`src/sv/tre_pkg.sv`:
```
// Shared types, codes and constants of the toy RISC execute unit.
package tre_pkg;

    localparam int MEM_WORDS_DEF = 1024;
    localparam int NUM_REGS_DEF  = 8;
    localparam int DATA_W        = 32;
    localparam int DIV_STEPS     = 32;
    localparam int DIV_CNT_W     = 6;

    localparam logic [2:0] MODE_ADD   = 3'd0;
    localparam logic [2:0] MODE_ADDI  = 3'd1;
    localparam logic [2:0] MODE_NAND  = 3'd2;
    localparam logic [2:0] MODE_DIV   = 3'd3;
    localparam logic [2:0] MODE_BNE   = 3'd4;
    localparam logic [2:0] MODE_LOAD  = 3'd5;
    localparam logic [2:0] MODE_STORE = 3'd6;
    localparam logic [2:0] MODE_RSVD  = 3'd7;

    localparam logic [1:0] ST_OK         = 2'd0;
    localparam logic [1:0] ST_MISALIGNED = 2'd1;
    localparam logic [1:0] ST_DIV_ZERO   = 2'd2;
    localparam logic [1:0] ST_R0_WRITE   = 2'd3;

    typedef struct packed {
        logic [2:0]         mode;
        logic [2:0]         dest_reg;
        logic [2:0]         src1_reg;
        logic [2:0]         src2_reg;
        logic signed [15:0] immediate;
    } t_instr;

    typedef struct packed {
        logic                     branch_taken;
        logic [1:0]               status;
        logic signed [DATA_W-1:0] result_value;
    } t_result;

    typedef struct packed {
        logic              valid;
        logic [DATA_W-1:0] dividend;
        logic [DATA_W-1:0] divisor;
    } t_div_req;

    typedef struct packed {
        logic              done;
        logic [DATA_W-1:0] quotient;
    } t_div_rsp;

endpackage

```
`src/sv/tre_regfile.sv`:
```
// Register file: two registered read ports, one write port, reset via valid bits.
module tre_regfile #(
    parameter int NUM_REGS = tre_pkg::NUM_REGS_DEF,
    parameter int RIDX_W   = $clog2(NUM_REGS)
) (
    input  logic                      i_clk,
    input  logic                      i_rst_n,
    input  logic                      i_rd_en,
    input  logic [RIDX_W-1:0]         i_rd_addr_a,
    input  logic [RIDX_W-1:0]         i_rd_addr_b,
    input  logic                      i_wr_en,
    input  logic [RIDX_W-1:0]         i_wr_addr,
    input  logic [tre_pkg::DATA_W-1:0] i_wr_data,
    output logic [tre_pkg::DATA_W-1:0] o_rd_data_a,
    output logic [tre_pkg::DATA_W-1:0] o_rd_data_b
);
    import tre_pkg::*;

    logic [DATA_W-1:0]   r_mem [NUM_REGS];
    logic [NUM_REGS-1:0] r_valid;
    logic [DATA_W-1:0]   r_rd_a;
    logic [DATA_W-1:0]   r_rd_b;

    always_ff @(posedge i_clk) begin
        if (!i_rst_n) begin
            r_valid <= '0;
        end else if (i_wr_en) begin
            r_valid[i_wr_addr] <= 1'b1;
        end
    end

    always_ff @(posedge i_clk) begin
        if (i_wr_en) begin
            r_mem[i_wr_addr] <= i_wr_data;
        end
    end

    // never-written entries read as zero
    always_ff @(posedge i_clk) begin
        if (i_rd_en) begin
            r_rd_a <= r_valid[i_rd_addr_a] ? r_mem[i_rd_addr_a] : '0;
            r_rd_b <= r_valid[i_rd_addr_b] ? r_mem[i_rd_addr_b] : '0;
        end
    end

    assign o_rd_data_a = r_rd_a;
    assign o_rd_data_b = r_rd_b;

endmodule

```
`config.mk`:
```
export PLATFORM = sky130hd
export DESIGN_NAME = tre_regfile
export DESIGN_NICKNAME = d
export VERILOG_FILES = /design/src/sv/tre_pkg.sv /design/src/sv/tre_regfile.sv
export SDC_FILE = /design/constraint.sdc
export NUM_CORES = 1
export LEC_CHECK = 0
export BUFFER_PORTS_ARGS = -buffer_cell sky130_fd_sc_hd__buf_2
export CORE_MARGIN = 4
export CORE_UTILIZATION = 40
export DETAILED_ROUTE_END_ITERATION = 10
export PLACE_DENSITY = 0.6
export SLEW_MARGIN = 40
export SYNTH_ARGS = -nofsm -noshare
export SYNTH_HDL_FRONTEND = slang
export SYNTH_SLANG_ARGS = --single-unit
```
`constraint.sdc`:
```
create_clock -name i_clk -period 4.8 [get_ports i_clk]
set_clock_uncertainty 0.05 [all_clocks]
set_input_delay 0.72 -clock i_clk [delete_from_list [all_inputs] [get_ports i_clk]]
set_output_delay 0.72 -clock i_clk [all_outputs]
set_load 0.05 [all_outputs]
```
# == Word-level counts from Yosys, hierarchy flattened ==
# Memory sizes are Yosys's and may differ from the RTL's. A register that Yosys moved wholly into a read port is not among the register bits.
# Cells that the tools add are included.
# classes
magnitude_cmp,4
mux,8
bitwise_logic,1
reduce_logical,3
# op_table
operator,n
"3-bit by 4-bit less-than comparator with 1-bit output, second input constant",3
8-bit bitwise OR,1
1-bit binary-select mux with 3-bit select,2
1-bit two-way mux,5
1-bit demux with 3-bit select,1
"3-bit by 1-bit >= comparator with 1-bit output, second input constant",1
1-bit zero test,2
1-bit logical AND,1
# word_totals
register_bits,8
mem_bits_rw,256
inputBits,45
out_inout_bits,64
word_cells,18
n_memories,1
# mem_list
memory,words,width,read_ports,rd_clocked_by_memory_dff,write_ports,line_no,source
r_mem,8,32,2,2,1,tre_regfile.sv:19,logic [DATA_W-1:0] r_mem [NUM_REGS];

# == Depth between registers and ports, before layout ==
# Gate-level depths: netlist of the first run.
# depth
depth_word,5
depth_mapped,5
mapped_depth_nobuf,3

# == Least setup slack after synthesis of the first run ==
# No wires, ideal clock.
# synth_path
kind,input to register
from,input port i_wr_addr[2]
to,memory r_mem[0][0] (enable)
setup_ns,0.464
arrival_time_ns,3.156
t_required_ns,4.286
path_slack_ns,1.130
stages,2
path_buffers,0
cell_sequence,nand2b_1 -> nor3_1
# synth_lines
item,line_no,source
"start, declared",tre_regfile.sv:12,"input logic [RIDX_W-1:0] i_wr_addr,"
"end, declared",tre_regfile.sv:19,
# No word-level cell before the write port.

# == Worst setup path in the final report of the first run ==
# layout_path
from,input port i_rd_addr_b[0]
to,"register r_rd_b[0], in the netlist o_rd_data_b[0], read port of r_mem (data pin)"
# layout_via
elab_chain_len,3
# layout_rtl
item,line_no,source
"start, declared",tre_regfile.sv:10,"input logic [RIDX_W-1:0] i_rd_addr_b,"
1-bit binary-select mux with 3-bit select,tre_regfile.sv:42,r_rd_b <= r_valid[i_rd_addr_b] ? r_mem[i_rd_addr_b] : '0;
1-bit two-way mux (not written as such),tre_regfile.sv:42,
1-bit zero test (no line),--,
"end, declared",tre_regfile.sv:22,logic [DATA_W-1:0] r_rd_b;
# Several ways; a longest one is shown, not always the timed one. The select of a mux whose other input is x is not followed.
# A chain may end at the register's enable or synchronous reset.

==> results of run 1 <==
==> critical path: cells and delay by family <==
family	cells	cell delay, ns
muxes	2	1.04
buffers and inverters	2	0.94
and+or+nand+nor	1	0.10
==> cell usage after synthesis <==
| master | n | area share, % |
|---|---|---|
| sky130_fd_sc_hd__edfxtp_1 | 320 | 69 |
| sky130_fd_sc_hd__mux4_2 | 132 | 21 |
| sky130_fd_sc_hd__nor2_1 | 70 | 1.9 |
| sky130_fd_sc_hd__mux2i_1 | 64 | 4.6 |
| sky130_fd_sc_hd__buf_2 | 14 | 0.50 |
| sky130_fd_sc_hd__buf_1 | 10 | 0.27 |
| sky130_fd_sc_hd__dfxtp_1 | 8 | 1.1 |
| sky130_fd_sc_hd__o21a_1 | 8 | 0.43 |
| sky130_fd_sc_hd__buf_4 | 7 | 0.37 |
| sky130_fd_sc_hd__buf_6 | 7 | 0.56 |
| sky130_fd_sc_hd__clkbuf_1 | 5 | 0.13 |
| sky130_fd_sc_hd__nand2b_1 | 3 | 0.13 |
| sky130_fd_sc_hd__mux2i_2 | 2 | 0.20 |
| sky130_fd_sc_hd__nand2_1 | 2 | 0.054 |
| sky130_fd_sc_hd__nor3_1 | 2 | 0.071 |
==> sequential cells by signal, indices dropped and copies added (netlist names) <==
register and count:
o_rd_data_b 32, r_mem 256, r_valid 8, o_rd_data_a 32
==> cell families after synthesis <==
logic type | Yosys count | share of synthesized area [%]
simple gates | 77 | 2.13
flops | 328 | 69.6
buf+inv | 43 | 1.84
compound gates | 8 | 0.428
mux | 198 | 26.0
==> where the power goes <==
| part | switching, mW | leakage [nW] | internal (mW) | total, mW |
|---|---|---|---|---|
| sequential | 0.0417 | 3.05 | 3.25 | 3.30 |
| clock | 1.02 | 0.492 | 1.38 | 2.40 |
| combinational | 0.336 | 1.93 | 0.218 | 0.553 |
==> layout make-up <==
cell class	instances	area share [%]
sequential	328	60.6
multi-input combinational	283	25.3
clock buffer	40	5.81
timing repair buffer	127	4.41
tap	455	3.53
clock inverter	14	0.411
==> metrics by stage <==
stage	total power, mW	util, %	std cells	setup slack, ns	cell area, um^2
6_report	6.25	46.7	1247	2.14	16100
5_1_grt	6.48	46.7	1247	1.96	16100
4_1_cts	6.33	46.7	1247	2.07	16100
3_5_place_dp	3.92	43.8	1193	1.53	15100
3_3_place_gp	3.90	43.7	1192	1.59	15100
2_1_floorplan	3.74	-	654	1.13	14000
==> layer usage <==
layer,vias to the layer above,global-route usage (%),share of wire [%]
met5,-,0,0.11
met4,6,5.15,2.5
met3,63,2.71,4.6
met2,205,30.9,55
met1,3698,20.4,38
li1,2997,-,-
==> cells in the final DEF, fill, tap and decap left out <==
cell type                    netlist  layout
sky130_fd_sc_hd__edfxtp_1        320     320
sky130_fd_sc_hd__mux4_2          132     132
sky130_fd_sc_hd__buf_2            14     103
sky130_fd_sc_hd__mux2i_1          64      64
sky130_fd_sc_hd__nor2_1           70      64
sky130_fd_sc_hd__clkbuf_16         0      37
sky130_fd_sc_hd__buf_4             7      21
sky130_fd_sc_hd__o21a_1            8       8
sky130_fd_sc_hd__clkinv_1          0       8
sky130_fd_sc_hd__dfxtp_1           8       8
sky130_fd_sc_hd__nor2_4            0       6
sky130_fd_sc_hd__clkinv_2          0       4
sky130_fd_sc_hd__nand2b_1          3       3
sky130_fd_sc_hd__clkbuf_1          5       3
sky130_fd_sc_hd__nand2_1           2       2
sky130_fd_sc_hd__nor3_2            0       2
sky130_fd_sc_hd__mux2i_4           0       2
sky130_fd_sc_hd__buf_6             7       2
sky130_fd_sc_hd__clkinvlp_4        0       1
sky130_fd_sc_hd__clkinv_4          0       1
sky130_fd_sc_hd__buf_8             0       1
==> worst max path at each step <==
stage,slack [ns],to,start
final,2.14,o_rd_data_b[0],i_rd_addr_b[0]
after floorplan,1.13,r_mem[0][0],i_wr_addr[2]
after global routing,1.96,o_rd_data_b[22],i_rd_addr_b[0]
after detailed placement,1.53,o_rd_data_b[9],i_rd_addr_b[0]
after CTS,2.07,o_rd_data_b[9],i_rd_addr_b[0]
after global placement,1.59,o_rd_data_b[9],i_rd_addr_b[0]
==> results.toml, run 1 <==
[cells_and_area]
final_layout_size_suffix_gt1_share_pct = 39.4
n_antenna_cell = 0
finalNetCount = 819
regArea_um2 = 9770
layout-area-overhead-vs-synth_pct = 15.0
multi_input_area_um2 = 4070
n_fill_cell = 2894

[die]
placement_rows = 68
die_w_um = 195
die_height_um = 195
core_area_um2 = 34500
floorplan.initialDensity_pct = 40.6
number_of_placed_i_o_pins = 109
die-area_um2 = 38100

[routing]
detailroute.via_count = 6969
drt-wirelength-per-cell_um = 25.7
first_iter_violations = 434
detail_route.drc_violations = 0
route.detailed.vias_per_inst = 5.59
drt_wl_total_mm = 32.0
drt_first_pass_iters = 5
antenna_violating_nets_post_route = 0

[clock_tree]
post_cts_resized = 0
cts-buffers-inserted = 34
cts.root.buffer_cell = "sky130_fd_sc_hd__clkbuf_16"
cts_max_path_buffers = 3
clk_transition_reported_paths_ns = 0.06
clock_tree.htree_level_count = 2
cts_tree = "yes"
cts.repair_timing.setup_buffer_count = 0
clk-insertion-delay-late_ns = 0.51
clkSinkCount = 328
cts_hold_buffers = 0

[sta]
fin_worst_hold_slack_ns = 0.434
count_of_pins_over_their_slew_limit = 0
setup-tns-final_ns = 0
fmax_mhz = 376
grt_setup_unrepaired = "false"
max_slew.worst_pin.slew_ns = 0.763
timing.final.crit_share_pct = 55.4
timing.final.crit_period_ns = 2.66
final-hold-violation-count = 0
slew_headroom_pct = 49.0
final-setup-viol-count = 0

[grt]
first_global_vias = 7652
wire_length_of_the_first_global_routing_pass_mm = 48.0
grt.overflow.total = 0
globalRouteTotalUtil_pct = 16.8
grt_antenna_before_repair = 3
grt_max_degree = 65

[setup_path]
cp_slowest_stage_delay_ns = 0.62
criticalPathCategory = "in -> reg"
crit_chain = "buf_4 -> mux4_2 -> mux2i_4 -> buf_4 -> nor2_1"
crit_path_start_kind = "primary input"
worst_r2r_startpoint = "r_valid[5]"
timing.critical_path.required_ns = 4.99
cell_depth_of_the_worst_flop_to_flop_path = 4
worstSetupEndpointType = "flip-flop"
cell_with_the_most_instances_on_the_worst_path = "sky130_fd_sc_hd__buf_4"
cp_slowest_cell = "sky130_fd_sc_hd__mux4_2"
timing.reg2reg.setup_slack_ns = 2.66
worstPathMaxFanout = 29
reg2reg_to = "o_rd_data_b[0]"
critPathArrivalTime_ns = 2.85

[yosys]
synth.net_count = 699
syn-instance-count = 654
ys_seq_elements = 328
postSynthAreaPerCell_um2 = 21.4
synth.yosys.seq_area_share_pct = 69.6
synthDistinctLibCells = 15
synthesis.yosys.warnings = 0
syn-cell-area_um2 = 14000

[worst_hold_path]
min_delay_path_depth = 1
holdPathEnd = "r_mem[2][8]"
hold_path_class = "in -> reg"
hold_start = "i_wr_data[8]"

[flow_run]
max-cap-violations = 0

[place]
globalplace.congestion = 0.705
port_buffers = 108
dp_wirelength_mm = 19.1

[pwr]
vdd_ir_drop_max_mv = 0.175
power.leakage_nw = 5.48
p_per_area_nw_per_um2 = 388

[status]
status = "complete, no violations"
Note: power is estimated with default switching activity, not from simulation.
==> run 2: changes to the inputs <==
- clock period: 4.8 -> 2.6 ns (I/O delays scaled with it)
==> run 2 against run 1 <==
Routed wire length rose by 0.50%. Non-clock buffer count rose by 10. Combinational power rose by 90%. Largest power group unchanged. Largest cell class unchanged.
==> results.toml, run 2 (synthesized netlist as in run 1, its figures left out) <==
[cells_and_area]
largest_register = "r_mem"
largest_register_ff_count = 256
layout.cells.most_common = "sky130_fd_sc_hd__edfxtp_1"
final_util_pct = 47.5
layout-area-overhead-vs-synth_pct = 16.9
final_non_filler_cells = 1266
finalNetCount = 830
final_design_area_no_fill_um2 = 16400
multi_input_area_um2 = 4090
final_cell_mix = "sky130_fd_sc_hd__edfxtp_1, sky130_fd_sc_hd__mux4_2, sky130_fd_sc_hd__buf_2"
final_layout_size_suffix_gt1_share_pct = 40.3
regArea_um2 = 9770
n_fill_cell = 2891

[routing]
drt-wirelength-per-cell_um = 25.4
drt_first_pass_iters = 5
routedLengthMet1_mm = 12.4
drt_wl_total_mm = 32.2
first_iter_violations = 442
met2_length_mm = 17.3
top_layer = "met5"
met3RoutedLength_mm = 1.64
detailroute.via_count = 7052
antenna_violating_nets_post_route = 0
route.detailed.vias_per_inst = 5.57
detail_route.drc_violations = 0

[flow_run]
max-cap-violations = 0

[status]
status = "complete, no violations"

[clock_tree]
post_cts_resized = 0
cts_tree = "yes"
cts-buffers-inserted = 35
cts_hold_buffers = 0
cts.repair_timing.setup_buffer_count = 0
cts_max_path_buffers = 3
clkSinkCount = 328
clk_transition_reported_paths_ns = 0.06
cts.root.buffer_cell = "sky130_fd_sc_hd__clkbuf_16"
clk-insertion-delay-late_ns = 0.51
clock_tree.htree_level_count = 2

[place]
dpl.cell_count = 1203
placed_cell_area_um2 = 15400
port_buffers = 108
globalplace.congestion = 0.723
dp_wirelength_mm = 19.4

[setup_path]
worstSetupEndpointType = "flip-flop"
critPathArrivalTime_ns = 1.98
timing.critical_path.required_ns = 2.79
worstPathMaxFanout = 22
criticalPathCategory = "reg -> reg"
crit_path_start_kind = "flip-flop"

[sta]
final-hold-violation-count = 0
grt_setup_unrepaired = "false"
setup-tns-final_ns = 0
timing.final.crit_share_pct = 68.8
fmax_mhz = 559
timing.final.crit_period_ns = 1.79
count_of_pins_over_their_slew_limit = 0
slew_headroom_pct = 50.8
max_slew.worst_pin.slew_ns = 0.738
final-setup-viol-count = 0

[die]
die_w_um = 195
core_area_um2 = 34500
floorplan.initialDensity_pct = 40.6
number_of_placed_i_o_pins = 109
placement_rows = 68
die-area_um2 = 38100
die_height_um = 195

[grt]
first_global_vias = 7836
grt_max_degree = 34
grt_antenna_before_repair = 4
wire_length_of_the_first_global_routing_pass_mm = 48.3
grt.overflow.total = 0
globalRouteTotalUtil_pct = 16.9

[worst_hold_path]
hold_path_class = "in -> reg"

[pwr]
power.leakage_nw = 5.58
p_per_area_nw_per_um2 = 711
vdd_ir_drop_max_mv = 0.354
run 2: cell count changes in the layout (fill, tap and decap cells not counted), sizes merged:
| cell | change |
|---|---|
| clkinvlp | +2 |
| buf | +10 |
| clkinv | +6 |
| diode | +2 |
| clkbuf | -1 |
run 2: final cells by class:
cell class / instances / share of cell area [%]
Sequential cell: 328 / 59.6
Multi-Input combinational cell: 283 / 24.9
Clock buffer: 39 / 5.69
Timing Repair Buffer: 137 / 5.69
Tap cell: 455 / 3.47
Clock inverter: 22 / 0.626
Antenna cell: 2 / 0.0305
run 2: path summary, 6_finish.rpt:
kind                startpoint               to  slack (ns)  depth (start not counted)
hold / removal    i_wr_data[5]      r_mem[3][5]         0.1                          1
setup reg to reg    r_valid[7]  o_rd_data_b[28]        0.81                          4
setup / recovery    r_valid[7]  o_rd_data_b[28]        0.81                          4
hold reg to reg     r_valid[5]       r_valid[5]        0.45                          1
run 2: report_power, final:
group | total [mW] | switching [mW] | internal (mW)
logic | 1.05 | 0.626 | 0.429
registers | 6.08 | 0.0791 | 6.01
clock network | 4.52 | 1.95 | 2.57
run 2: through the flow:
| stage | hold slack [ns] | setup slack [ns] | total power, mW |
|---|---|---|---|
| 6_report | 0.0993 | 0.811 | 11.7 |
| 5_1_grt | 0.0904 | 0.759 | 12.1 |
| 4_1_cts | 0.0725 | 0.815 | 11.8 |
| 3_5_place_dp | 0.429 | 0.445 | 7.27 |
| 3_3_place_gp | 0.425 | 0.469 | 7.23 |
| 2_1_floorplan | 0.402 | 0.138 | 6.90 |
run 2: critical path, cell delays in order, from the launching register on:
cell and delay, ns:
sky130_fd_sc_hd__dfxtp_1 0.33, sky130_fd_sc_hd__mux4_2 0.50, sky130_fd_sc_hd__mux2i_4 0.16, sky130_fd_sc_hd__buf_4 0.33, sky130_fd_sc_hd__nor2_1 0.12
run 2: layer usage:
layer | GRT usage (%) | up-vias
li1 | - | 3032
met1 | 20.6 | 3769
met2 | 30.7 | 182
met3 | 3.30 | 63
met4 | 4.89 | 6
met5 | 0 | -
==> run 3: changes to the inputs <==
- clock period: 2.6 -> 1.7 ns (I/O delays scaled with it)
==> run 3 against run 2 <==
The flow now finishes with violations (setup timing). Via count rose by 3.4%. Cell count rose by 6.0%. Critical path depth increased by 1. Sequential share of layout area down 4.1 points. Worst setup slack worse by 0.81 ns. Largest power group unchanged. Highest routed layer is now met4.
==> results.toml, run 3 (synthesized netlist as in run 1, its figures left out) <==
[sta]
count_of_pins_over_their_slew_limit = 0
max_slew.worst_pin.slew_ns = 0.459
setup_ws_ns = -0.00408
timing.final.crit_share_pct = 100
fin_worst_hold_slack_ns = 0.227
final-setup-viol-count = 2
grt_setup_unrepaired = "true"
fmax_mhz = 587
timing.final.crit_period_ns = 1.70
slew_headroom_pct = 69.4
final-hold-violation-count = 0

[place]
dp_wirelength_mm = 21.0
globalplace.congestion = 0.724
dp_worst_setup_slack_ns = -0.215
port_buffers = 108

[grt]
grt_max_degree = 65
grt_antenna_before_repair = 0
grt.overflow.total = 0
first_global_vias = 8166
wire_length_of_the_first_global_routing_pass_mm = 49.6
globalRouteTotalUtil_pct = 17.1

[clock_tree]
clock_tree.htree_level_count = 2
clkSinkCount = 328
clk-insertion-delay-late_ns = 0.51
cts_max_path_buffers = 3
cts-buffers-inserted = 36
cts_tree = "yes"
cts.root.buffer_cell = "sky130_fd_sc_hd__clkbuf_16"
clk_transition_reported_paths_ns = 0.06

[die]
die_height_um = 195
placement_rows = 68
core_area_um2 = 34500
die_w_um = 195
floorplan.initialDensity_pct = 40.6
die-area_um2 = 38100
number_of_placed_i_o_pins = 109

[routing]
first_iter_violations = 406
route.detailed.vias_per_inst = 5.44
detail_route.drc_violations = 0
met3RoutedLength_mm = 1.49
drt_first_pass_iters = 4
top_layer = "met4"
drt_wl_total_mm = 33.4
drt-wirelength-per-cell_um = 24.9
routedLengthMet1_mm = 12.5
met2_length_mm = 18.5
detailroute.via_count = 7294
antenna_violating_nets_post_route = 0

[flow_run]
max-cap-violations = 0

[pwr]
power.leakage_nw = 6.16
p_per_area_nw_per_um2 = 1090
vdd_ir_drop_max_mv = 0.637

[cells_and_area]
n_antenna_cell = 0
final_util_pct = 51.0
final_layout_size_suffix_gt1_share_pct = 44.2
layout.cells.most_common = "sky130_fd_sc_hd__edfxtp_1"
final_cell_mix = "sky130_fd_sc_hd__edfxtp_1, sky130_fd_sc_hd__mux4_2, sky130_fd_sc_hd__buf_2"
finalNetCount = 904
largest_register_ff_count = 256
largest_register = "r_mem"
layout-area-overhead-vs-synth_pct = 25.7

[setup_path]
worstSetupEndpointType = "flip-flop"
worst_r2r_startpoint = "r_valid[5]"
criticalPathCategory = "reg -> reg"
crit_start = "r_valid[5]"
critPathArrivalTime_ns = 1.91
crit_path_start_kind = "flip-flop"
timing.critical_path.required_ns = 1.91
worstPathMaxFanout = 6

[status]
violations = "setup timing"
status = "finished with violations"

[worst_hold_path]
hold_path_class = "in -> reg"
hold_start = "i_wr_en"
## run 3: timing repair
| action | in CTS | in global routing |
|---|---|---|
| setup buffers | 0 | 2 |
| gates resized for setup | 0 | 26 |
| hold buffers | 33 | 0 |
| setup endpoints to repair | 0 | 12 |
| hold endpoints to repair | 264 | 0 |
## run 3: final timing paths
path / end / slack [ns] / cells past startpoint
max: o_rd_data_b[12] / -0.004 / 5
max reg2reg: o_rd_data_b[12] / -0.004 / 5
min: r_mem[2][11] / 0.23 / 3
min reg2reg: r_valid[4] / 0.44 / 1
## run 3: area by class of cell
cell class              instances  area, um^2
clock buffers                  49         981
multi-input cells             283        4160
well taps                     455         569
clock inverters                17         238
repair buffers                210        1920
fillers                      2784       16900
flip-flops and latches        328        9770
## run 3: through the flow
step	total power [mW]	setup TNS (ns)	area, um^2	cells
3_3_place_gp	11.2	-4.93	15900	1237
4_1_cts	19.3	0	17400	1336
3_5_place_dp	11.3	-5.88	15900	1237
6_report	19.2	-0.00605	17600	1342
2_1_floorplan	10.6	-10.99	14100	654
5_1_grt	19.9	-0.357	17600	1342
## run 3: per-layer routing
layer  up-vias  GRT usage, %
met5         -             0
met4         0          4.19
met3        48          2.97
met2       202          32.5
met1      3864          20.0
li1       3180             -
## run 3: where the power goes
part / internal, mW / total [mW] / switching (mW)
sequential: 9.19 / 9.30 / 0.119
combinational: 0.848 / 1.88 / 1.04
clock: 4.97 / 8.01 / 3.04
total: 15.0 / 19.2 / 4.19
## run 3: worst max-delay path: stages, from the launching register on
cell and delay, ns:
sky130_fd_sc_hd__dfxtp_2 0.32, sky130_fd_sc_hd__mux4_2 0.50, sky130_fd_sc_hd__mux2i_4 0.18, sky130_fd_sc_hd__buf_12 0.18
sky130_fd_sc_hd__clkbuf_16 0.18, sky130_fd_sc_hd__nor2_2 0.04
