`src/sv/tre_pkg.sv`:
```
// Shared types, codes and constants of the toy RISC execute unit.
package tre_pkg;

    localparam int MEM_WORDS_DEF = 1024;
    localparam int NUM_REGS_DEF  = 8;
    localparam int DATA_W        = 32;
    localparam int DIV_STEPS     = 32;
    localparam int DIV_CNT_W     = 6;

    localparam logic [2:0] MODE_ADD   = 3'd0;
    localparam logic [2:0] MODE_ADDI  = 3'd1;
    localparam logic [2:0] MODE_NAND  = 3'd2;
    localparam logic [2:0] MODE_DIV   = 3'd3;
    localparam logic [2:0] MODE_BNE   = 3'd4;
    localparam logic [2:0] MODE_LOAD  = 3'd5;
    localparam logic [2:0] MODE_STORE = 3'd6;
    localparam logic [2:0] MODE_RSVD  = 3'd7;

    localparam logic [1:0] ST_OK         = 2'd0;
    localparam logic [1:0] ST_MISALIGNED = 2'd1;
    localparam logic [1:0] ST_DIV_ZERO   = 2'd2;
    localparam logic [1:0] ST_R0_WRITE   = 2'd3;

    typedef struct packed {
        logic [2:0]         mode;
        logic [2:0]         dest_reg;
        logic [2:0]         src1_reg;
        logic [2:0]         src2_reg;
        logic signed [15:0] immediate;
    } t_instr;

    typedef struct packed {
        logic                     branch_taken;
        logic [1:0]               status;
        logic signed [DATA_W-1:0] result_value;
    } t_result;

    typedef struct packed {
        logic              valid;
        logic [DATA_W-1:0] dividend;
        logic [DATA_W-1:0] divisor;
    } t_div_req;

    typedef struct packed {
        logic              done;
        logic [DATA_W-1:0] quotient;
    } t_div_rsp;

endpackage

```
`src/sv/tre_div.sv`:
```
// Radix-2 restoring divider on unsigned magnitudes, one quotient bit per cycle.
module tre_div (
    input  logic              i_clk,
    input  logic              i_rst_n,
    input  tre_pkg::t_div_req i_req,
    output tre_pkg::t_div_rsp o_rsp
);
    import tre_pkg::*;

    logic                 r_busy;
    logic                 r_done;
    logic [DIV_CNT_W-1:0] r_cnt;
    logic [DATA_W-1:0]    r_q;
    logic [DATA_W-1:0]    r_r;
    logic [DATA_W-1:0]    r_d;
    logic [DATA_W:0]      w_trial;
    logic [DATA_W:0]      w_diff;
    logic                 w_fits;

    assign w_trial = {r_r, r_q[DATA_W-1]};
    assign w_diff  = w_trial - {1'b0, r_d};
    assign w_fits  = (w_trial >= {1'b0, r_d});

    always_ff @(posedge i_clk) begin
        if (!i_rst_n) begin
            r_busy <= 1'b0;
            r_done <= 1'b0;
            r_cnt  <= '0;
        end else begin
            r_done <= 1'b0;
            if (i_req.valid) begin
                r_busy <= 1'b1;
                r_cnt  <= DIV_CNT_W'(DIV_STEPS);
            end else if (r_busy) begin
                r_cnt <= r_cnt - 1'b1;
                if (r_cnt == DIV_CNT_W'(1)) begin
                    r_busy <= 1'b0;
                    r_done <= 1'b1;
                end
            end
        end
    end

    always_ff @(posedge i_clk) begin
        if (i_req.valid) begin
            r_q <= i_req.dividend;
            r_r <= '0;
            r_d <= i_req.divisor;
        end else if (r_busy) begin
            r_q <= {r_q[DATA_W-2:0], w_fits};
            r_r <= w_fits ? w_diff[DATA_W-1:0] : w_trial[DATA_W-1:0];
        end
    end

    assign o_rsp.done     = r_done;
    assign o_rsp.quotient = r_q;

endmodule

```
`config.mk`:
```
export PLATFORM = sky130hd
export DESIGN_NAME = tre_div
export DESIGN_NICKNAME = d
export VERILOG_FILES = /design/src/sv/tre_pkg.sv /design/src/sv/tre_div.sv
export SDC_FILE = /design/constraint.sdc
export NUM_CORES = 1
export LEC_CHECK = 0
export BUFFER_PORTS_ARGS = -buffer_cell sky130_fd_sc_hd__buf_2
export CAP_MARGIN = 20
export CORE_ASPECT_RATIO = 2
export CORE_UTILIZATION = 55
export DETAILED_ROUTE_END_ITERATION = 8
export GPL_ROUTABILITY_DRIVEN = 0
export GPL_TIMING_DRIVEN = 1
export PLACE_DENSITY = 0.81
export REMOVE_ABC_BUFFERS = 1
export SLEW_MARGIN = 0
export SYNTH_ARGS = -nofsm -noshare
export SYNTH_HDL_FRONTEND = slang
export SYNTH_SLANG_ARGS = --single-unit
export TNS_END_PERCENT = 100
```
`constraint.sdc`:
```
create_clock -name i_clk -period 8.15 [get_ports i_clk]
set_input_delay 1.63 -clock i_clk [delete_from_list [all_inputs] [get_ports i_clk]]
set_output_delay 1.63 -clock i_clk [all_outputs]
set_load 0.1 [all_outputs]
```
== Yosys cells after proc, flatten, opt, wreduce, memory -nomap -nowiden ==
Cells that the tools add are included.

* $add $sub $neg: 2
* Magnitude comparators: 1
* Equal/unequal tests: 1
* Muxes and demuxes: 9
* Bitwise operators: 2
* Reductions and logical operators: 3

{| class="wikitable"
|+ Operators with widths
! cell !! count
|-
| $mux 32 || 3
|-
| $ge 33x32->1 || 1
|-
| $sub 32x32->32 || 1
|-
| $mux 6 || 2
|-
| $eq 6x1->1 const B || 1
|-
| $sub 6x1->6 const B || 1
|-
| $mux 1 || 4
|-
| $reduce_or 3->1 || 1
|-
| $not 1->1 || 2
|-
| $reduce_bool 2->1 || 1
|-
| $reduce_or 2->1 || 1
|}

* Flip-flop bits (word level): 104
* Bits of input ports: 67
* Logic and storage cells: 25

== Depth between registers and ports, before layout ==
Gate-level depths: netlist of run 1.

* Word-level depth: 4
* Depth in mapped cells: 14
* Depth with buffers taken out: 12

== Worst setup path before layout of run 1 ==
No wires, ideal clock.

* Path type: reg-to-reg
* From: register r_q[31]
* To: register r_r[28]
* Library setup time: 91 ps
* Arrival: 3,368 ps
* Required time: 8,059 ps
* Path slack: 4,691 ps
* Stages on the path, launching flop included: 12
* Path buffers: 0
* Period minus slack after synthesis: 3,459 ps
* Cell sequence: edfxtp_1 inv_1 ha_1 fa_1 nand2b_1 a21oi_2 nor4b_4 o211ai_2 o211ai_2 o311a_1 or4_1 a311oi_1

* Word-level cells in the longest chain between the ends: 2
* Elaborated cells on any way between the ends: 3
* Classes of those cells: add/sub (1); order compare (1); mux (1)

{| class="wikitable"
|+ Ends and longest elaborated chain
! item !! line !! source
|-
| start: declaration || tre_div.sv:13 || <nowiki>logic [DATA_W-1:0] r_q;</nowiki>
|-
| start signal: assignment || tre_div.sv:46 || <nowiki>r_q <= i_req.dividend;</nowiki>
|-
| start signal: assignment || tre_div.sv:50 || <nowiki>r_q <= {r_q[DATA_W-2:0], w_fits};</nowiki>
|-
| $sub 32x32->32 or $ge 33x32->1 (tied branches) || tre_div.sv:21, tre_div.sv:22 ||
|-
| $mux 32 (*) || tre_div.sv:51 || <nowiki>r_r <= w_fits ? w_diff[DATA_W-1:0] : w_trial[DATA_W-1:0];</nowiki>
|-
| end signal: assignment || tre_div.sv:51 ||
|-
| end: declaration || tre_div.sv:14 || <nowiki>logic [DATA_W-1:0] r_r;</nowiki>
|}

Mark *: on every way between the ends. The rest lies on a longest branch, timed or not.
A chain may end at the register's enable or synchronous reset.

== Worst setup path after layout of run 1 ==
* From: register r_d[5]
* To: register r_r[7]

* Word-level cells in the longest chain between the ends: 2
* Elaborated cells on any way between the ends: 3
* Classes of those cells: add/sub (1); order compare (1); mux (1)

{| class="wikitable"
|+ Ends and longest elaborated chain
! item !! line !! source
|-
| start: declaration || tre_div.sv:15 || <nowiki>logic [DATA_W-1:0] r_d;</nowiki>
|-
| start signal: assignment || tre_div.sv:48 || <nowiki>r_d <= i_req.divisor;</nowiki>
|-
| $sub 32x32->32 or $ge 33x32->1 (tied branches) || tre_div.sv:21, tre_div.sv:22 ||
|-
| $mux 32 (*) || tre_div.sv:51 ||
|}

Marks and branches as above.

==> impl_metrics.ini, run 1 <==
[outcome]
run_status = complete, no violations

[sta]
fin_skew_ns = 0.00872
setup_viol = 0
max_clock_freq_mhz = 282
hold_viol = 0
finalCritPeriodShare = 0.435
tns_ns = 0
finalCriticalPeriod_ns = 3.55
drv_slew = 0
worst_pin_slew_ns = 0.717
rsz0062_at_grt = false
relSlewSlack = 0.522

[logic_synthesis]
syn_inst = 583
yosysWarnings = 0
ys_ff_latch = 104
synth_mux_area_frac = 0.0865
synthSimpleGateAreaFrac = 0.120
synth_top_family_by_area = compound AO/OA/AOI/OAI gates
syn_area_um2 = 5920
synth_xor_area_frac = 0.0459
synth_compound_gate_area_share = 0.161
ys.flop_type = edfxtp_1
synth-edff-count = 64
synth_fa_ha_area_frac = 0.0753
syn_area_per_cell_um2 = 10.2
ys_async_sr_fraction = 0
ys_seq_area_frac = 0.460
synth_cell_types = 53

[global_route]
grt_max_degree = 65
grt_util_met3 = 0.0467
grt_first_pass_wirelength_um = 21700
overflow = 0
use_met2 = 0.453
grt_pass1_vias = 4877
antenna_found_initial = 0
top_usage_layer = met2
grtUsageTotal = 0.252
use_met1 = 0.275

[final_layout]
ff_latch_area_um2 = 2720
layout.nets = 768
nFillCells = 895
area_growth_pct = 14.2
drive_gt1_frac = 0.240
num_antenna_cells = 0
multi_input_area_um2 = 2890

[routing]
drtIter0Drc = 223
drtAntennaViolNets = 0
num_vias = 4760
drc = 0
drtPass1Iterations = 5
wire_per_inst_um = 16.3
avgViaCountPerCell = 5.89
routed_wl_um = 13200

[setup_path]
critPathMaxFanout = 44
critPathRequiredTime_ns = 8.36
r2r-start = r_d[5]
setup.worst_path.start_class = register
worstRegToRegCells = 12
slowest_delay_ns = 0.52
cp.arrival_ns = 3.75
crit_family = compound AO/OA/AOI/OAI gates
path_buf_inv = 2
rrSetupSlack_ns = 4.60
path_class = register to register
crit_path_end_kind = register
r2r_end = r_r[7]
path_cells = inv_1 > ha_1 > o21a_1 > o21ai_0 > a21oi_1 > nand2b_1 > a31o_2 > a41oi_4 > buf_4 > mux2_2 > mux2i_1 > nor2_1
slowest_stage = buf_4

[floorplanning]
rows = 53
fp.dieH_um = 149
initial_core_util = 0.565
ioPinCount = 100
fp.dieW_um = 75.4
coreArea_um2 = 10500
die_area_um2 = 11200

[power_and_ir_drop]
vdd_drop_max_mv = 0.188
leakagePower_uw = 0.00294
p_per_area_nw_per_um2 = 230
finalPower_uw = 1550

[placed_design]
port_buffers = 99
hpwl_um = 9510

[clock_network]
cts-htree-levels = 3
insertion_delay_ns = 0.35
cts_tree = yes
cts.reportedPaths.clkPinSlew_ns = 0.08
ctsResizeCount = 0
post_cts_buffers = 0
clock-sinks = 104
cts-root-buf = clkbuf_16
clockBufferDepth = 2
cts_hold_buffers = 0
cts_buffers = 9

[worst_hold_path]
min-delay-start = r_cnt[0]
hold_depth = 2
hold_path_class = register to register
whs_endpoint = r_cnt[0]

[flow_run]
cap_violations = 0
layout by cell type, fill, tap and decap left out, drive strengths merged, types with 15 or more instances in the layout:
master  synthesis  routed
xor2           16      16
mux2           33      33
edfxtp         64      64
a21oi          52      52
buf            14     102
nor2           67      67
xnor2          15      15
o21ai          16      16
inv            43      45
a211oi         25      25
ha             34      34
dfxtp          40      40
nand2          27      27
routing by layer:
metal	routed length [µm]	part of all wire
met5	0	0
met2	7300	0.55
met4	401	0.030
met3	525	0.040
met1	4930	0.37
worst reg2reg max path: cells and delay by family, from the launching register on:
kind / cells / cell delay, ns
AOI/OAI and AO/OA: 5 / 1.29
buffers and inverters: 2 / 0.60
muxes: 2 / 0.60
DFF: 1 / 0.37
adders and majority gates: 1 / 0.29
and+or+nand+nor: 2 / 0.27
area by class of cell:
type,instances,share of cell area
inverters,43,0.0239
multi-input cells,406,0.428
flip-flops and latches,104,0.403
repair buffers,102,0.0770
well taps,137,0.0254
clock inverters,6,0.00759
clock buffers,10,0.0354
logic make-up after synthesis:
logic type | Yosys count
adder cells (fa/ha/maj) | 35
AND/OR/NAND/NOR | 149
AO/OA/AOI/OAI | 144
multiplexers | 47
XOR/XNOR | 31
buffers and inverters | 73
flip-flops | 104
flip-flops by register name, indices dropped and copies added, names as in the netlist:
name    count
r_d        32
r_cnt       6
r_busy      1
r_done      1
r_q        32
r_r        32
metrics by stage:
stage                util  setup slack (ns)  instance area (µm²)  instances  hold WS (ns)
floorplan               -              4.50                 5780        553         0.453
global placement    0.617              4.36                 6470        792         0.472
detailed placement  0.617              4.26                 6470        792         0.484
CTS                 0.645              4.66                 6760        808         0.495
global route        0.645              4.43                 6760        808         0.523
finish              0.645              4.60                 6760        808         0.495
worst max-delay path by stage:
| stage | start | endpoint | cells after the start | slack [ns] |
|---|---|---|---|---|
| 2_1_floorplan | r_q[31] | r_r[10] | 11 | 4.50 |
| 3_3_place_gp | i_req[64] | r_q[7] | 3 | 4.36 |
| 3_5_place_dp | i_req[64] | r_q[6] | 3 | 4.26 |
| 4_1_cts | i_req[64] | r_q[5] | 3 | 4.66 |
| 5_1_grt | r_d[5] | r_r[7] | 12 | 4.43 |
| 6_report | r_d[5] | r_r[7] | 12 | 4.60 |
cells in the mapped netlist (11+ instances only):
cell,count,share of area
edfxtp_1,64,0.32
xor2_1,16,0.024
clkbuf_1,15,0.0095
nand2_1,27,0.017
o21ai_0,12,0.010
xnor2_1,15,0.022
a21o_1,13,0.016
nor2_1,67,0.042
a211oi_1,25,0.032
mux2i_1,14,0.024
a21oi_1,51,0.043
ha_1,34,0.072
nor3_1,11,0.0093
inv_1,43,0.027
dfxtp_1,40,0.14
mux2_2,33,0.063
report_power, final:
| group | switching, µW | internal (µW) |
|---|---|---|
| sequential | 27.6 | 612 |
| combinational | 335 | 157 |
| clock | 203 | 220 |
Power figures use the tool's default switching activity.
==> inputs of run 2 (changes only) <==
--- a/config.mk
+++ b/config.mk
@@ -5,6 +5,7 @@
 export SDC_FILE = /design/constraint.sdc
 export NUM_CORES = 1
 export LEC_CHECK = 0
+export ABC_AREA = 1
 export BUFFER_PORTS_ARGS = -buffer_cell sky130_fd_sc_hd__buf_2
 export CAP_MARGIN = 20
 export CORE_ASPECT_RATIO = 2
@@ -12,7 +13,7 @@
 export DETAILED_ROUTE_END_ITERATION = 8
 export GPL_ROUTABILITY_DRIVEN = 0
 export GPL_TIMING_DRIVEN = 1
-export PLACE_DENSITY = 0.81
+export PLACE_DENSITY = 0.8
 export REMOVE_ABC_BUFFERS = 1
 export SLEW_MARGIN = 0
 export SYNTH_ARGS = -nofsm -noshare
==> constraint.sdc (replaced) <==
create_clock -name i_clk -period 3.7 [get_ports i_clk]
set_input_delay 0.74 -clock i_clk [delete_from_list [all_inputs] [get_ports i_clk]]
set_output_delay 0.74 -clock i_clk [all_outputs]
set_load 0.1 [all_outputs]
==> run 2 against run 1 <==
Worst hold slack lost 0.019 ns. Clock power grew 120%. Non-clock buffer count grew 5. Combinational power grew 25%. Design area grew 13%. Critical endpoint is now r_r[1]. Largest power group unchanged. First-iteration DRC count grew 50%. Via count grew 34%. Synthesized area grew 14%. Critical path depth grew 1.
==> impl_metrics.ini, run 2 <==
[final_layout]
most-common-layout-cells = 402 x nand2_1, 169 x inv_1, 99 x buf_2
nFillCells = 1088
reg_top3 = r_d (32), r_q (32), r_r (32)
drive_gt1_frac = 0.128
final_common_cell = nand2_1
num_antenna_cells = 0
layout.nets = 1168
fin_util = 0.645
area_growth_pct = 13.2

[power_and_ir_drop]
leakagePower_uw = 0.00418
switchingPower_uw = 975
finalPower_uw = 2890
seqPwrFrac = 0.466
switching_share = 0.337
clkPwrFrac = 0.321
pwr-share-comb = 0.213
p_per_area_nw_per_um2 = 379
vdd_drop_max_mv = 0.323
power.internal_uw = 1920

[sta]
max_clock_freq_mhz = 374
drv_slew = 0
finalCritPeriodShare = 0.723
fin_skew_ns = 0.00945
worst_pin_slew_ns = 0.801
setup_viol = 0
tns_ns = 0
finalCriticalPeriod_ns = 2.68
hold_viol = 0
rsz0062_at_grt = false
relSlewSlack = 0.465

[routing]
wire_per_inst_um = 14.2
routed_wl_um = 17200
avgViaCountPerCell = 5.24
drtIter0Drc = 334
num_vias = 6366
drtPass1Iterations = 5
drc = 0
drtAntennaViolNets = 0

[logic_synthesis]
ys_seq_area_frac = 0.404
synth_fa_ha_area_frac = 0.0661
ys.flop_type = edfxtp_1
synth_area_leaders = edfxtp_1 29%, nand2_1 22%, dfxtp_1 12%
synth_commonest_cells = 402 x nand2_1, 170 x inv_1, 72 x nand3_1
synth_xor_area_frac = 0.0208
synth_top_cell_by_area = edfxtp_1
syn_area_per_cell_um2 = 6.94
ys_async_sr_fraction = 0
synth_top_family_by_area = simple AND/OR/NAND/NOR gates
synth_top_cell_area_share = 0.285
ys_ff_latch = 104
synth_most_common_cell = nand2_1
synth-edff-count = 64
synthSimpleGateAreaFrac = 0.353
syn_inst = 972
synth_compound_gate_area_share = 0.0405
yosysWarnings = 0
synth_mux_area_frac = 0
syn_area_um2 = 6740
synth_cell_types = 34

[placed_design]
port_buffers = 99
hpwl_um = 13100

[clock_network]
cts_buffers = 9
clock-sinks = 104
post_cts_buffers = 0
insertion_delay_ns = 0.36
cts.reportedPaths.clkPinSlew_ns = 0.08
cts-root-buf = clkbuf_16
cts-htree-levels = 3
cts_tree = yes
cts_hold_buffers = 0
clockBufferDepth = 2
ctsResizeCount = 0

[setup_path]
critPathMaxFanout = 34
critPathRequiredTime_ns = 3.92
cp.arrival_ns = 2.89
setup.worst_path.start_class = register
path_class = register to register
crit_path_end_kind = register

[global_route]
grt_first_pass_wirelength_um = 28200
overflow = 0
grtUsageTotal = 0.294
antenna_found_initial = 0
grt_pass1_vias = 6428
grt_max_degree = 58

[floorplanning]
ioPinCount = 100
fp.dieW_um = 80.3
initial_core_util = 0.569
rows = 56
coreArea_um2 = 11800
fp.dieH_um = 159
die_area_um2 = 12700

[worst_hold_path]
hold_path_class = register to register

[outcome]
run_status = complete, no violations

[flow_run]
cap_violations = 0
-- run 2: layout make-up --
class / instances / area, µm² / share of cell area
Sequential cell: 104 / 2720 / 0.357
Timing Repair Buffer: 107 / 556 / 0.0728
Clock inverter: 6 / 52.6 / 0.00688
Multi-Input combinational cell: 671 / 3240 / 0.425
Tap cell: 145 / 181 / 0.0238
Inverter: 173 / 649 / 0.0851
Clock buffer: 10 / 229 / 0.0300
-- run 2: metal layers --
layer / wire (µm) / track usage / vias to the layer above / share of wire
met5: 0 / 0 / - / 0
met4: 1100 / 0.198 / 0 / 0.064
met3: 688 / 0.0493 / 89 / 0.040
met2: 9440 / 0.564 / 242 / 0.55
met1: 6010 / 0.273 / 2847 / 0.35
li1: - / - / 3188 / -
-- run 2: critical path, stage by stage, from the launching register on --
cell	delay, ns
edfxtp_1	0.32
inv_1	0.04
ha_1	0.39
nand2_1	0.15
nor2_1	0.15
nand3_1	0.11
nand3_2	0.16
nand2_2	0.08
nand2_2	0.11
nand2_4	0.28
nand2_4	0.44
nand2_1	0.09
nand3_1	0.09
o21ai_0	0.10
-- run 2: kinds of logic (layout without fill, tap and decap cells) --
| family | after synthesis | after routing |
|---|---|---|
| AO/OA/AOI/OAI | 50 | 50 |
| buffers and inverters | 197 | 296 |
| XOR/XNOR | 16 | 16 |
| flip-flops | 104 | 104 |
| adder cells (fa/ha/maj) | 35 | 35 |
| AND/OR/NAND/NOR | 570 | 570 |
-- run 2: power groups by stage --
stage | Clock [µW] | Sequential (µW) | Combinational [µW]
after global routing | 982 | 1360 | 660
final | 929 | 1350 | 617
after floorplan | 0 | 1640 | 201
after CTS | 939 | 1350 | 618
after global placement | 0 | 1370 | 611
after detailed placement | 0 | 1370 | 617
-- run 2: final timing paths --
kind | startpoint | end | slack (ns) | depth (start not counted)
setup / recovery | r_d[3] | r_r[1] | 1.02 | 13
hold / removal | r_r[28] | r_r[28] | 0.48 | 2
setup reg to reg | r_d[3] | r_r[1] | 1.02 | 13
hold reg to reg | r_r[28] | r_r[28] | 0.48 | 2
-- run 2: through the flow --
stage,worst slack (ns),cell area (µm²),instances,hold slack [ns]
after CTS,1.06,7630,1216,0.474
after floorplan,0.830,6610,948,0.444
after global placement,1.12,7350,1200,0.454
final,1.02,7630,1216,0.476
after global routing,0.787,7630,1216,0.494
after detailed placement,1.08,7350,1200,0.461
==> inputs of run 3 (changes only) <==
==> constraint.sdc (replaced) <==
create_clock -name i_clk -period 2.7 [get_ports i_clk]
set_input_delay 0.54 -clock i_clk [delete_from_list [all_inputs] [get_ports i_clk]]
set_output_delay 0.54 -clock i_clk [all_outputs]
set_load 0.1 [all_outputs]
==> run 3 against run 2 <==
Largest cell class unchanged. Critical path depth is 2 higher. Die area unchanged. Utilization increased by 0.23 points.
==> impl_metrics.ini, run 3 (synthesis gave the netlist of run 2 again) <==
[final_layout]
reg_top3 = r_d (32), r_q (32), r_r (32)
num_antenna_cells = 0
drive_gt1_frac = 0.129
most-common-layout-cells = 402 x nand2_1, 169 x inv_1, 99 x buf_2
fin_util = 0.647
layout.nets = 1169
area_growth_pct = 13.6
final_common_cell = nand2_1

[sta]
finalCriticalPeriod_ns = 2.45
drv_slew = 0
fin_skew_ns = 0.00804
relSlewSlack = 0.588
setup_viol = 0
tns_ns = 0
hold_viol = 0
worst_pin_slew_ns = 0.619
finalCritPeriodShare = 0.908
rsz0062_at_grt = false
worst_slack_ns = 0.247
max_clock_freq_mhz = 408

[placed_design]
port_buffers = 99
hpwl_um = 13000
place_ws_ns = 0.339

[power_and_ir_drop]
leakagePower_uw = 0.00420
vdd_drop_max_mv = 0.395
p_per_area_nw_per_um2 = 524
switchingPower_uw = 1370
pwr-share-comb = 0.212
power.internal_uw = 2640
switching_share = 0.342
clkPwrFrac = 0.328
seqPwrFrac = 0.460

[setup_path]
worstRegToRegCells = 15
critPathMaxFanout = 33
critPathRequiredTime_ns = 2.95
cp.arrival_ns = 2.70
crit_path_end_kind = register
path_class = register to register
setup.worst_path.start_class = register

[clock_network]
cts.reportedPaths.clkPinSlew_ns = 0.08
insertion_delay_ns = 0.36
ctsResizeCount = 0
clockBufferDepth = 2
cts_buffers = 9
clock-sinks = 104
cts-htree-levels = 3
cts_hold_buffers = 0
cts-root-buf = clkbuf_16
post_cts_buffers = 0
cts_tree = yes

[floorplanning]
rows = 56
coreArea_um2 = 11800
ioPinCount = 100
fp.dieW_um = 80.3
initial_core_util = 0.569
fp.dieH_um = 159
die_area_um2 = 12700

[routing]
drtPass1Iterations = 5
drc = 0
routed_wl_um = 17400
drtIter0Drc = 263
num_vias = 6333
wire_per_inst_um = 14.3
avgViaCountPerCell = 5.20
drtAntennaViolNets = 0

[flow_run]
cap_violations = 0

[worst_hold_path]
hold_path_class = input pin to register
hold_depth = 1

[outcome]
run_status = complete, no violations

[global_route]
grtUsageTotal = 0.299
grt_max_degree = 53
antenna_found_initial = 0
overflow = 0
grt_first_pass_wirelength_um = 28300
grt_pass1_vias = 6388
-- run 3: cell count changes in the layout (fill, tap and decap cells not counted) --
cell | previous run | this run
clkinv_2 | 1 | 0
clkinvlp_4 | 1 | 0
buf_12 | 0 | 1
inv_6 | 0 | 1
inv_8 | 2 | 3
-- run 3: final timing paths --
kind,startpoint,endpoint,slack (ns)
setup / recovery,r_d[12],r_r[27],0.25
hold / removal,i_req[1],r_d[1],0.35
setup reg to reg,r_d[12],r_r[27],0.25
hold reg to reg,r_r[30],r_r[30],0.47
-- run 3: area by class of cell --
class / instances / area [µm²]
flip-flops and latches: 104 / 2720
repair buffers: 108 / 576
multi-input cells: 671 / 3240
well taps: 145 / 181
inverters: 173 / 649
fillers: 1100 / 4180
clock buffers: 10 / 229
clock inverters: 6 / 60.1
-- run 3: metrics by stage --
stage	area [µm²]	hold WS, ns	power (µW)	std cells
floorplan	6610	0.444	2520	948
global placement	7370	0.455	2720	1201
detailed placement	7370	0.461	2730	1201
CTS	7660	0.348	4030	1217
global route	7660	0.343	4160	1217
finish	7660	0.349	4020	1217
-- run 3: critical path, stage by stage (launching register included) --
cell and delay (ns):
edfxtp_1 0.36, inv_1 0.09, ha_1 0.32, nand2_1 0.12, inv_1 0.05, nand2_1 0.06, nand2_1 0.09, nand2_1 0.07
nand2_1 0.10, inv_1 0.10, nand2_2 0.10, nand2_4 0.10, buf_4 0.38, nand3b_1 0.17, nand3_1 0.13, nand2_1 0.08
-- run 3: per-layer routing --
layer,global-route usage,vias up,routed length [µm]
met5,0,-,0
met4,0.211,0,1060
met3,0.0573,82,876
met2,0.567,224,9440
met1,0.274,2835,6040
li1,-,3192,-
-- run 3: power groups by stage --
stage	clock network, µW	logic, µW	registers, µW
global route	1390	908	1860
finish	1320	850	1850
detailed placement	0	851	1880
global placement	0	839	1880
floorplan	0	276	2240
CTS	1330	852	1850
